<file path="config.mk">
export PLATFORM = sky130hd
export DESIGN_NAME = utf8_stream_validator
export DESIGN_NICKNAME = d
export VERILOG_FILES = /design/src/hw/rtl/u8sv_pkg.sv /design/src/hw/rtl/u8sv_step.sv /design/src/hw/rtl/utf8_stream_validator.sv
export VERILOG_INCLUDE_DIRS = /design/src /design/src/hw/rtl
export SDC_FILE = /design/constraint.sdc
export NUM_CORES = 1
export LEC_CHECK = 0
export BUFFER_PORTS_ARGS = -buffer_cell sky130_fd_sc_hd__buf_4
export CAP_MARGIN = 25
export CORE_ASPECT_RATIO = 1.1
export CORE_UTILIZATION = 54
export DETAILED_ROUTE_END_ITERATION = 7
export GPL_ROUTABILITY_DRIVEN = 0
export PLACE_DENSITY = 0.82
export SYNTH_ARGS = -nofsm -noshare
export SYNTH_HDL_FRONTEND = slang
export SYNTH_SLANG_ARGS = --single-unit
</file>
<file path="constraint.sdc">
create_clock -name i_clk -period 2.6 [get_ports i_clk]
set_clock_uncertainty 0.2 [all_clocks]
set_input_delay 0.13 -clock i_clk [delete_from_list [all_inputs] [get_ports i_clk]]
set_output_delay 0.13 -clock i_clk [all_outputs]
set_load 0.05 [all_outputs]
</file>
<file path="src/hw/rtl/utf8_stream_validator_assert.svh">
// ----------------------------------------------------------------------------
// UTF-8 stream validator assertion macros
// Shared concurrent assertion forms used by the validator RTL.
// ----------------------------------------------------------------------------
`ifndef UTF8_STREAM_VALIDATOR_ASSERT_SVH
`define UTF8_STREAM_VALIDATOR_ASSERT_SVH

// Same-cycle implication, checked only while out of reset.
`define U8SV_ASSERT_NOW(label, clk, rst_n, ante, cons) \
    label: assert property (@(posedge clk) disable iff (!(rst_n)) (ante) |-> (cons)) \
        else $error("u8sv assertion failed");

// Next-cycle implication, checked only while out of reset.
`define U8SV_ASSERT_NEXT(label, clk, rst_n, ante, cons) \
    label: assert property (@(posedge clk) disable iff (!(rst_n)) (ante) |=> (cons)) \
        else $error("u8sv assertion failed");

`endif

</file>
<file path="src/hw/rtl/u8sv_pkg.sv">
// ----------------------------------------------------------------------------
// UTF-8 stream validator package
// Transaction types, byte constants and continuation range classes.
// ----------------------------------------------------------------------------
package u8sv_pkg;

    typedef struct packed {
        logic [7:0] data_byte;
        logic       final_byte;
    } t_in_item;

    typedef struct packed {
        logic byte_ok;
        logic string_valid;
        logic end_of_string;
    } t_out_item;

    // Allowed range of the next continuation byte.
    typedef enum logic [2:0] {
        RC_PLAIN = 3'd0,  // 0x80-0xBF
        RC_E0    = 3'd1,  // 0xA0-0xBF
        RC_ED    = 3'd2,  // 0x80-0x9F
        RC_F0    = 3'd3,  // 0x90-0xBF
        RC_F4    = 3'd4   // 0x80-0x8F
    } t_range_class;

    localparam logic [7:0] BYTE_TAB        = 8'h09;
    localparam logic [7:0] BYTE_LF         = 8'h0A;
    localparam logic [7:0] BYTE_CR         = 8'h0D;
    localparam logic [7:0] BYTE_PRINT_LO   = 8'h20;
    localparam logic [7:0] BYTE_PRINT_HI   = 8'h7E;
    localparam logic [7:0] BYTE_LEAD2_LO   = 8'hC2;
    localparam logic [7:0] BYTE_LEAD2_HI   = 8'hDF;
    localparam logic [7:0] BYTE_LEAD_E0    = 8'hE0;
    localparam logic [7:0] BYTE_LEAD_ED    = 8'hED;
    localparam logic [7:0] BYTE_LEAD3_HI   = 8'hEF;
    localparam logic [7:0] BYTE_LEAD_F0    = 8'hF0;
    localparam logic [7:0] BYTE_LEAD_F4    = 8'hF4;
    localparam logic [7:0] BYTE_CONT_LO    = 8'h80;
    localparam logic [7:0] BYTE_CONT_8F    = 8'h8F;
    localparam logic [7:0] BYTE_CONT_90    = 8'h90;
    localparam logic [7:0] BYTE_CONT_9F    = 8'h9F;
    localparam logic [7:0] BYTE_CONT_A0    = 8'hA0;
    localparam logic [7:0] BYTE_CONT_HI    = 8'hBF;

endpackage

</file>
<file path="src/hw/rtl/u8sv_step.sv">
// ----------------------------------------------------------------------------
// UTF-8 validator step unit
// Holds the per-string decode state and judges one byte per enabled cycle.
// ----------------------------------------------------------------------------
`include "utf8_stream_validator_assert.svh"

module u8sv_step (
    input  logic                i_clk,
    input  logic                i_rst_n,
    input  logic                i_en,
    input  u8sv_pkg::t_in_item  i_item,
    output u8sv_pkg::t_out_item o_item
);

    logic [1:0]             r_pending;
    logic [1:0]             n_pending;
    u8sv_pkg::t_range_class r_class;
    u8sv_pkg::t_range_class n_class;
    logic                   r_error;
    logic                   n_error;

    logic [7:0]             b;
    logic                   cont_ok;
    logic                   lead_ok;
    logic [1:0]             lead_cnt;
    u8sv_pkg::t_range_class lead_cls;
    logic                   ok;

    assign b = i_item.data_byte;

    always_comb begin
        case (r_class)
            u8sv_pkg::RC_E0: begin
                cont_ok = (b >= u8sv_pkg::BYTE_CONT_A0) && (b <= u8sv_pkg::BYTE_CONT_HI);
            end
            u8sv_pkg::RC_ED: begin
                cont_ok = (b >= u8sv_pkg::BYTE_CONT_LO) && (b <= u8sv_pkg::BYTE_CONT_9F);
            end
            u8sv_pkg::RC_F0: begin
                cont_ok = (b >= u8sv_pkg::BYTE_CONT_90) && (b <= u8sv_pkg::BYTE_CONT_HI);
            end
            u8sv_pkg::RC_F4: begin
                cont_ok = (b >= u8sv_pkg::BYTE_CONT_LO) && (b <= u8sv_pkg::BYTE_CONT_8F);
            end
            default: begin
                cont_ok = (b >= u8sv_pkg::BYTE_CONT_LO) && (b <= u8sv_pkg::BYTE_CONT_HI);
            end
        endcase
    end

    always_comb begin
        lead_ok  = 1'b1;
        lead_cnt = 2'd0;
        lead_cls = u8sv_pkg::RC_PLAIN;
        if (b == u8sv_pkg::BYTE_TAB || b == u8sv_pkg::BYTE_LF || b == u8sv_pkg::BYTE_CR
            || (b >= u8sv_pkg::BYTE_PRINT_LO && b <= u8sv_pkg::BYTE_PRINT_HI)) begin
            lead_cnt = 2'd0;
        end else if (b >= u8sv_pkg::BYTE_LEAD2_LO && b <= u8sv_pkg::BYTE_LEAD2_HI) begin
            lead_cnt = 2'd1;
        end else if (b == u8sv_pkg::BYTE_LEAD_E0) begin
            lead_cnt = 2'd2;
            lead_cls = u8sv_pkg::RC_E0;
        end else if (b == u8sv_pkg::BYTE_LEAD_ED) begin
            lead_cnt = 2'd2;
            lead_cls = u8sv_pkg::RC_ED;
        end else if (b > u8sv_pkg::BYTE_LEAD_E0 && b <= u8sv_pkg::BYTE_LEAD3_HI) begin
            lead_cnt = 2'd2;
        end else if (b == u8sv_pkg::BYTE_LEAD_F0) begin
            lead_cnt = 2'd3;
            lead_cls = u8sv_pkg::RC_F0;
        end else if (b > u8sv_pkg::BYTE_LEAD_F0 && b < u8sv_pkg::BYTE_LEAD_F4) begin
            lead_cnt = 2'd3;
        end else if (b == u8sv_pkg::BYTE_LEAD_F4) begin
            lead_cnt = 2'd3;
            lead_cls = u8sv_pkg::RC_F4;
        end else begin
            lead_ok = 1'b0;
        end
    end

    always_comb begin
        n_pending = r_pending;
        n_class   = r_class;
        ok        = 1'b0;
        if (r_error) begin
            ok = 1'b0;
        end else if (r_pending != 2'd0) begin
            if (cont_ok) begin
                n_pending = r_pending - 2'd1;
                n_class   = u8sv_pkg::RC_PLAIN;
                ok        = 1'b1;
            end
        end else if (lead_ok) begin
            n_pending = lead_cnt;
            n_class   = lead_cls;
            ok        = 1'b1;
        end
        n_error = r_error | ~ok;

        o_item.byte_ok       = ok;
        o_item.string_valid  = i_item.final_byte && ok && (n_pending == 2'd0);
        o_item.end_of_string = i_item.final_byte;

        // The last byte of a string always returns the state to idle.
        if (i_item.final_byte) begin
            n_pending = 2'd0;
            n_class   = u8sv_pkg::RC_PLAIN;
            n_error   = 1'b0;
        end
    end

    always_ff @(posedge i_clk) begin
        if (!i_rst_n) begin
            r_pending <= 2'd0;
            r_class   <= u8sv_pkg::RC_PLAIN;
            r_error   <= 1'b0;
        end else if (i_en) begin
            r_pending <= n_pending;
            r_class   <= n_class;
            r_error   <= n_error;
        end
    end

    `U8SV_ASSERT_NOW(a_idle_class_plain, i_clk, i_rst_n, r_pending == 2'd0, r_class == u8sv_pkg::RC_PLAIN)
    `U8SV_ASSERT_NEXT(a_error_sticky, i_clk, i_rst_n, i_en && r_error && !i_item.final_byte, r_error)
    `U8SV_ASSERT_NEXT(a_final_clears, i_clk, i_rst_n, i_en && i_item.final_byte, r_pending == 2'd0 && !r_error)
    `U8SV_ASSERT_NOW(a_valid_implies_ok, i_clk, i_rst_n, o_item.string_valid, o_item.byte_ok && o_item.end_of_string)

endmodule

</file>
<file path="src/hw/rtl/utf8_stream_validator.sv">
// Flow: a byte accepted into the input register is judged by the step unit and then offered
// from the result register. Throughput: one byte per clock cycle while the output is not stalled;
// while a result waits, one more byte can enter the input register before the input stalls.
// Reset: synchronous, active low; clears both stage valid flags and the decode state.
// ----------------------------------------------------------------------------
// UTF-8 stream validator
// Strict UTF-8 checker with an input register, a step unit and a result register.
// ----------------------------------------------------------------------------
module utf8_stream_validator (
    input  logic                i_clk,
    input  logic                i_rst_n,
    input  logic                i_in_valid,
    output logic                o_in_stall,
    input  u8sv_pkg::t_in_item  i_in_item,
    output logic                o_out_valid,
    input  logic                i_out_stall,
    output u8sv_pkg::t_out_item o_out_item
);

    logic                r_in_valid;
    u8sv_pkg::t_in_item  r_in_item;
    logic                r_out_valid;
    u8sv_pkg::t_out_item r_out_item;

    logic                out_free;
    logic                advance;
    logic                in_accept;
    u8sv_pkg::t_out_item step_item;

    assign out_free   = !r_out_valid || !i_out_stall;
    assign advance    = r_in_valid && out_free;
    assign o_in_stall = r_in_valid && !out_free;
    assign in_accept  = i_in_valid && !o_in_stall;

    u8sv_step u_step (
        .i_clk   (i_clk),
        .i_rst_n (i_rst_n),
        .i_en    (advance),
        .i_item  (r_in_item),
        .o_item  (step_item)
    );

    always_ff @(posedge i_clk) begin
        if (!i_rst_n) begin
            r_in_valid  <= 1'b0;
            r_out_valid <= 1'b0;
        end else begin
            if (in_accept) begin
                r_in_valid <= 1'b1;
            end else if (advance) begin
                r_in_valid <= 1'b0;
            end
            if (out_free) begin
                r_out_valid <= r_in_valid;
            end
        end
    end

    always_ff @(posedge i_clk) begin
        if (in_accept) begin
            r_in_item <= i_in_item;
        end
        if (advance) begin
            r_out_item <= step_item;
        end
    end

    assign o_out_valid = r_out_valid;
    assign o_out_item  = r_out_item;

endmodule
</file>
Word-level counts from Yosys, hierarchy flattened --
Cells that the tools add are included.
Operators by class: $add $sub $neg 1, multipliers 0, divide/modulo/power cells 0, order comparisons 14, eq/ne operators 13, shifts and indexed selects 0, multiplexer cells 42, bitwise gates (word level) 2, reduce and logical (&&, ||, !) cells 27
Operator list (number):
- <= comparator 8 bit, second input constant | 5
- 2-to-1 mux 3 bit | 13
- == test 8 bit, second input constant | 4
- greater-or-equal comparator 8 bit, second input constant | 4
- 2-to-1 mux 2 bit | 13
- == test 8 x 4 -> 1 bit, second input constant | 3
- greater-than comparator 8 bit, second input constant | 2
- 2-to-1 mux 1 bit | 15
- logical AND 1 bit | 14
- greater-or-equal comparator 8 x 6 -> 1 bit, second input constant | 1
- <= comparator 8 x 7 -> 1 bit, second input constant | 1
- less-than comparator 8 bit, second input constant | 1
- == test 3 x 2 -> 1 bit, second input constant | 2
- logical NOT 1 bit | 4
- logical OR 1 bit | 4
- one-hot mux 1 bit (4 select lines) | 1
- AND reduction 4 bit | 1
- nonzero test 2 bit | 2
- == test 3 x 1 -> 1 bit, second input constant | 1
- == test 3 bit, second input constant | 1
- inequality test 3 x 2 -> 1 bit, second input constant | 1
- nonzero test 3 bit | 1
- logical NOT 2 bit | 1
- inequality test 2 bit, second input constant | 1
- other kinds (3) | 3
Storage, ports and cells: bits in registers 20, bits in latches 0, memory bits (writable) 0, memory bits (read-only) 0, bits of input ports 13, word-level logic and storage cells 109, memories 0

Longest topological paths before layout --
depth after elaboration 15, mapped depth 7

By module --
From an unflattened synthesis, not the netlist that was laid out.
Second synthesis, totals: cell total of the unflattened synthesis 103, area, all modules 1097.3 µm²
Modules (own cells, without submodules):
- u8sv_step | instances 1, cells an instance 83, area each 653.1 µm², sequential area each 120.1 µm²
- utf8_stream_validator | instances 1, cells an instance 20, area each 444.2 µm², sequential area each 400.4 µm²

Least setup slack after synthesis --
Ideal clock, no wire load.
path type register -> register, from register r_out_valid (netlist: o_out_valid), to register r_in_item[0] (netlist name) (enable), setup time 309 ps, arrival 1489 ps, required time 2091 ps, slack 602 ps, stages on the path, launching flop included 3, path through dfxtp_1 -> and3_1 -> nor2b_1
On the way: cells in the longest elaborated chain, start to end 6
Ends and longest elaborated chain:
- from (decl) | line utf8_stream_validator.sv:22 | logic r_out_valid;
- from (signal assigned) | line utf8_stream_validator.sv:54 | r_out_valid <= r_in_valid;
- logical NOT 1 bit | line utf8_stream_validator.sv:30 | assign out_free = !r_out_valid || !i_out_stall;
- logical OR 1 bit | line utf8_stream_validator.sv:30
- logical NOT 1 bit | line utf8_stream_validator.sv:32 | assign o_in_stall = r_in_valid && !out_free;
- logical AND 1 bit | line utf8_stream_validator.sv:32
- net o_in_stall | line utf8_stream_validator.sv:13 | output logic o_in_stall,
- logical NOT 1 bit | line utf8_stream_validator.sv:33 | assign in_accept = i_in_valid && !o_in_stall;
- logical AND 1 bit | line utf8_stream_validator.sv:33
- net in_accept | line utf8_stream_validator.sv:27 | logic in_accept;
- to (signal assigned) | line utf8_stream_validator.sv:61 | r_in_item <= i_in_item;
- to (decl) | line utf8_stream_validator.sv:21 | u8sv_pkg::t_in_item r_in_item;
The timed path passes the listed nets, and every way through them passes these cells. A chain may end at the register's enable or synchronous reset.

Worst setup path in the final report --
from register r_in_item[3] (netlist name), to register u_step.r_error
On the way: cells in the longest elaborated chain, start to end 15, elaborated cells between the ends (all ways) 49, classes of those cells order compare (14); eq/ne (7); mux (14); bitwise (2); reduce/logical (12)
Ends and longest elaborated chain:
- greater-than comparator 8 bit (tied with other cells) | line u8sv_step.sv:71 | end else if (b > u8sv_pkg::BYTE_LEAD_F0 && b < u8sv_pkg::BYTE_LEAD_F4) begin
- logical AND 1 bit or 2-to-1 mux 1 bit (tied branches) | line u8sv_step.sv:71, u8sv_step.sv:73
- 2-to-1 mux 1 bit | line u8sv_step.sv:71
- 2-to-1 mux 1 bit | line u8sv_step.sv:68 | end else if (b == u8sv_pkg::BYTE_LEAD_F0) begin
- 2-to-1 mux 1 bit | line u8sv_step.sv:66 | end else if (b > u8sv_pkg::BYTE_LEAD_E0 && b <= u8sv_pkg::BYTE_LEAD3_HI) begin
- 2-to-1 mux 1 bit | line u8sv_step.sv:63 | end else if (b == u8sv_pkg::BYTE_LEAD_ED) begin
- 2-to-1 mux 1 bit | line u8sv_step.sv:60 | end else if (b == u8sv_pkg::BYTE_LEAD_E0) begin
- 2-to-1 mux 1 bit | line u8sv_step.sv:58 | end else if (b >= u8sv_pkg::BYTE_LEAD2_LO && b <= u8sv_pkg::BYTE_LEAD2_HI) begin
- 2-to-1 mux 1 bit | line u8sv_step.sv:55 | if (b == u8sv_pkg::BYTE_TAB || b == u8sv_pkg::BYTE_LF || b == u8sv_pkg::BYTE_CR
- 2-to-1 mux 1 bit | line u8sv_step.sv:93 | end else if (lead_ok) begin
- 2-to-1 mux 1 bit (*) | line u8sv_step.sv:87 | end else if (r_pending != 2'd0) begin
- 2-to-1 mux 1 bit (*) | line u8sv_step.sv:85 | if (r_error) begin
- NOT 1 bit (*) | line u8sv_step.sv:98 | n_error = r_error | ~ok;
- OR 1 bit (*) | line u8sv_step.sv:98
- 2-to-1 mux 1 bit (*) | line u8sv_step.sv:105 | if (i_item.final_byte) begin
- to (signal assigned) | line u8sv_step.sv:120 | r_error <= n_error;
- to (decl) | line u8sv_step.sv:19 | logic r_error;
Every way passes the cells marked *; elsewhere a longest branch is shown, timed or not.

==> results.txt <==
sequential share of power -> 57.6%
Rel. slew slack -> 47.5%
Peak Freq -> 456 MHz
buffer count from post-CTS setup fixing -> 0
total gr overflow -> 0
CP Cell Sequence -> nor4_1, o31ai_1, or2b_1, o22ai_4, o21ai_0, a21boi_1
post-synthesis area per instance -> 9.81 um2
post-synth top area share -> 34.0%
Area contributors post-synth -> edfxtp_1 34%, dfxtp_1 15%, nand2_1 5.7%, mux2i_1 3.8%, nor2_1 3.2%
synthesized instance count -> 108
wire length per cell -> 16.1 um
first-pass GRT wire length -> 4660 um
Max clock buf depth -> 2
largest net degree at the start of global routing -> 12
total power -> 642 uW
DRT antenna net count -> 0
DIE AREA -> 2140 um2
hpwl dp -> 1490 um
mux cell area share after synthesis -> 3.78%
Synth Area in Simple Gates -> 21.6%
GR Util All Layers -> 29.0%
Final nets -> 155
min cycle time layout -> 2190 ps
cell taking the most area after synthesis -> edfxtp_1
FF/Latch Area -> 520 um2
sw frac -> 28.0%
DRC viols -> 0
vias in the first global route -> 1035
outcome -> finished, final reports clean
final critical-path share of the clock period -> 84.3%
synth unique cells -> 40
Max Cap Viol -> 0
total wire length -> 2690 um
Post-Syn Area -> 1060 um2
Final Util -> 74.6%
initial antenna violation count -> 0
Worst Max-Slew Pin Slew -> 786 ps
Root Driver -> clkbuf_4
largest family of logic cells by synthesized area -> simple AND/OR/NAND/NOR gates
Fin Setup TNS -> 0 ps
critical path endpoint category -> flip-flop
syn nets -> 122
Area growth, synth to finish -> 28.2%
clk sink count -> 20
Final Hold Viols -> 0
final setup vio count -> 0
data arrival time of the critical path -> 2230 ps
Post-Synth XOR/XNOR Area -> 0.826%
Core ar. -> 1820 um2
Post-Layout Inst Area -> 1360 um2
combinational power share -> 18.0%
static leakage -> 0.000534 uW
P_int -> 463 uW
crit start category -> flip-flop
min-delay worst type -> reg2reg
Resize count post-CTS -> 0
CTS buffer count -> 3
H-tree levels -> 1
Port Buf Inserts -> 17
Clock power frac -> 24.5%
worst IR drop on VDD -> 0.433 mV
Seq/Total Area, Yosys -> 49.1%
width of the die -> 44.2 um
Ports -> 18
row count -> 16
crit path max fanout -> 8
crit path kind -> reg2reg
diodes inserted -> 0
pins over their slew limit -> 0
initial DRC count -> 49
YS warnings -> 0
share of layout cells above drive strength 1 -> 19.3%
fraction of the mapped netlist area in compound gates -> 19.2%
Starting Density -> 58.2%
First-pass DRT Iterations -> 4
via density per instance -> 5.86
placed inst area -> 1200 um2
Chip Height -> 48.5 um
CTS tree -> built
Fillers -> 117
Worst-path clk slew -> 120 ps
unrepaired setup endpoints after global routing -> false
WP data required -> 2640 ps
Vias -> 978
Worst path max stage delay -> 520 ps
Pwr Density -> 473 nW/um2
slowest cell on the critical path -> edfxtp_1
number of synthesized register bits -> 20
clk_lat worst skew -> 300 ps
net switching power -> 180 uW
area of the multi-input gates -> 494 um2
Adder-Cell Fraction of Synth Area -> 1.18%
[logic make-up (layout without fill, tap and decap cells)]
family,after synthesis,after routing
and+or+nand+nor,46,46
DFF,20,20
xor gates and xnor gates,1,1
AOI/OAI and AO/OA,27,27
adders and majority gates,1,1
buffers and inverters,9,41
muxes,4,4
[registers in the layout, summed over array words and instances, names as in the netlist]
signal            cells
u_step.r_error        1
u_step.r_pending      2
o_out_item            3
o_out_valid           1
r_in_item             9
r_in_valid            1
u_step.r_class        3
[timing repair]
item,CTS,global route
hold endpoints to repair,14,0
hold buffers,13,0
setup endpoints to repair,0,0
[per-layer routing]
metal | up-vias | global-route usage (%) | wire length, um
li1 | 456 | - | -
met1 | 459 | 35.9 | 1020
met2 | 48 | 47.8 | 1410
met3 | 15 | 6.34 | 175
met4 | 0 | 11.6 | 87
met5 | - | 0 | 0
[worst max-delay path, delay by kind of cell, from the launching register on]
kind / cells / cell delay, ps
AND/OR/NAND/NOR: 2 / 720
AO/OA/AOI/OAI: 4 / 680
flip-flops: 1 / 520
[layout by cell type, fill, tap and decap left out, drive strengths merged, types with 2 or more instances in the layout]
cell / count
o2111a: 2
nor4: 3
nand2b: 2
and2: 3
nor2: 10
a31oi: 3
clkbuf: 3
a21oi: 4
o21a: 2
inv: 7
nor2b: 3
edfxtp: 12
nor3: 3
and3: 2
dlygate4sd3: 13
mux2i: 4
dfxtp: 8
o21ai: 7
nand2: 16
buf: 17
[cells in the mapped netlist, drive strengths merged]
cell	instances
and2	3
o2111a	2
nor2	10
nor3	3
nand4	1
ha	1
a31oi	3
or2b	1
inv	7
nor4	3
o21a	2
o31ai	1
mux2i	4
dfxtp	8
a21bo	1
o21ai	7
nand2b	2
nor2b	3
o22ai	1
a21boi	1
xnor2	1
and3b	1
o211ai	1
o2111ai	1
and3	2
edfxtp	12
buf	2
a211oi	1
nand2	16
a211o	1
nor3b	1
a21oi	4
o32ai	1
[cell type report]
cell class                      instances  area share (%)
Sequential cell                        20            38.3
Multi-Input combinational cell         79            36.4
Timing Repair Buffer                   30            19.0
Tap cell                               27            2.49
Inverter                                7            1.93
Clock buffer                            3            1.66
Clock inverter                          1           0.276
[per-stage QoR]
step                hold slack, ps  worst slack [ps]  std cells
floorplan                     28.9               602        108
global placement               108               605        150
detailed placement             109               600        150
CTS                            281               550        167
global route                   296               317        167
finish                         280               408        167
[power groups by stage]
stage | clock (uW) | combinational [uW] | sequential [uW]
2_1_floorplan | 0 | 57.6 | 381
3_3_place_gp | 0 | 92.2 | 374
3_5_place_dp | 0 | 94.1 | 375
4_1_cts | 153 | 110 | 368
5_1_grt | 172 | 123 | 373
6_report | 157 | 115 | 370
[worst paths after layout]
path | from | endpoint | slack (ps) | cells past startpoint
worst max-delay path | r_in_item[3] | u_step.r_error | 410 | 6
worst min-delay path | u_step.r_pending[0] | u_step.r_pending[0] | 280 | 2
worst max register to register | r_in_item[3] | u_step.r_error | 410 | 6
worst min register to register | u_step.r_pending[0] | u_step.r_pending[0] | 280 | 2
(Power assumes the default switching activity.)
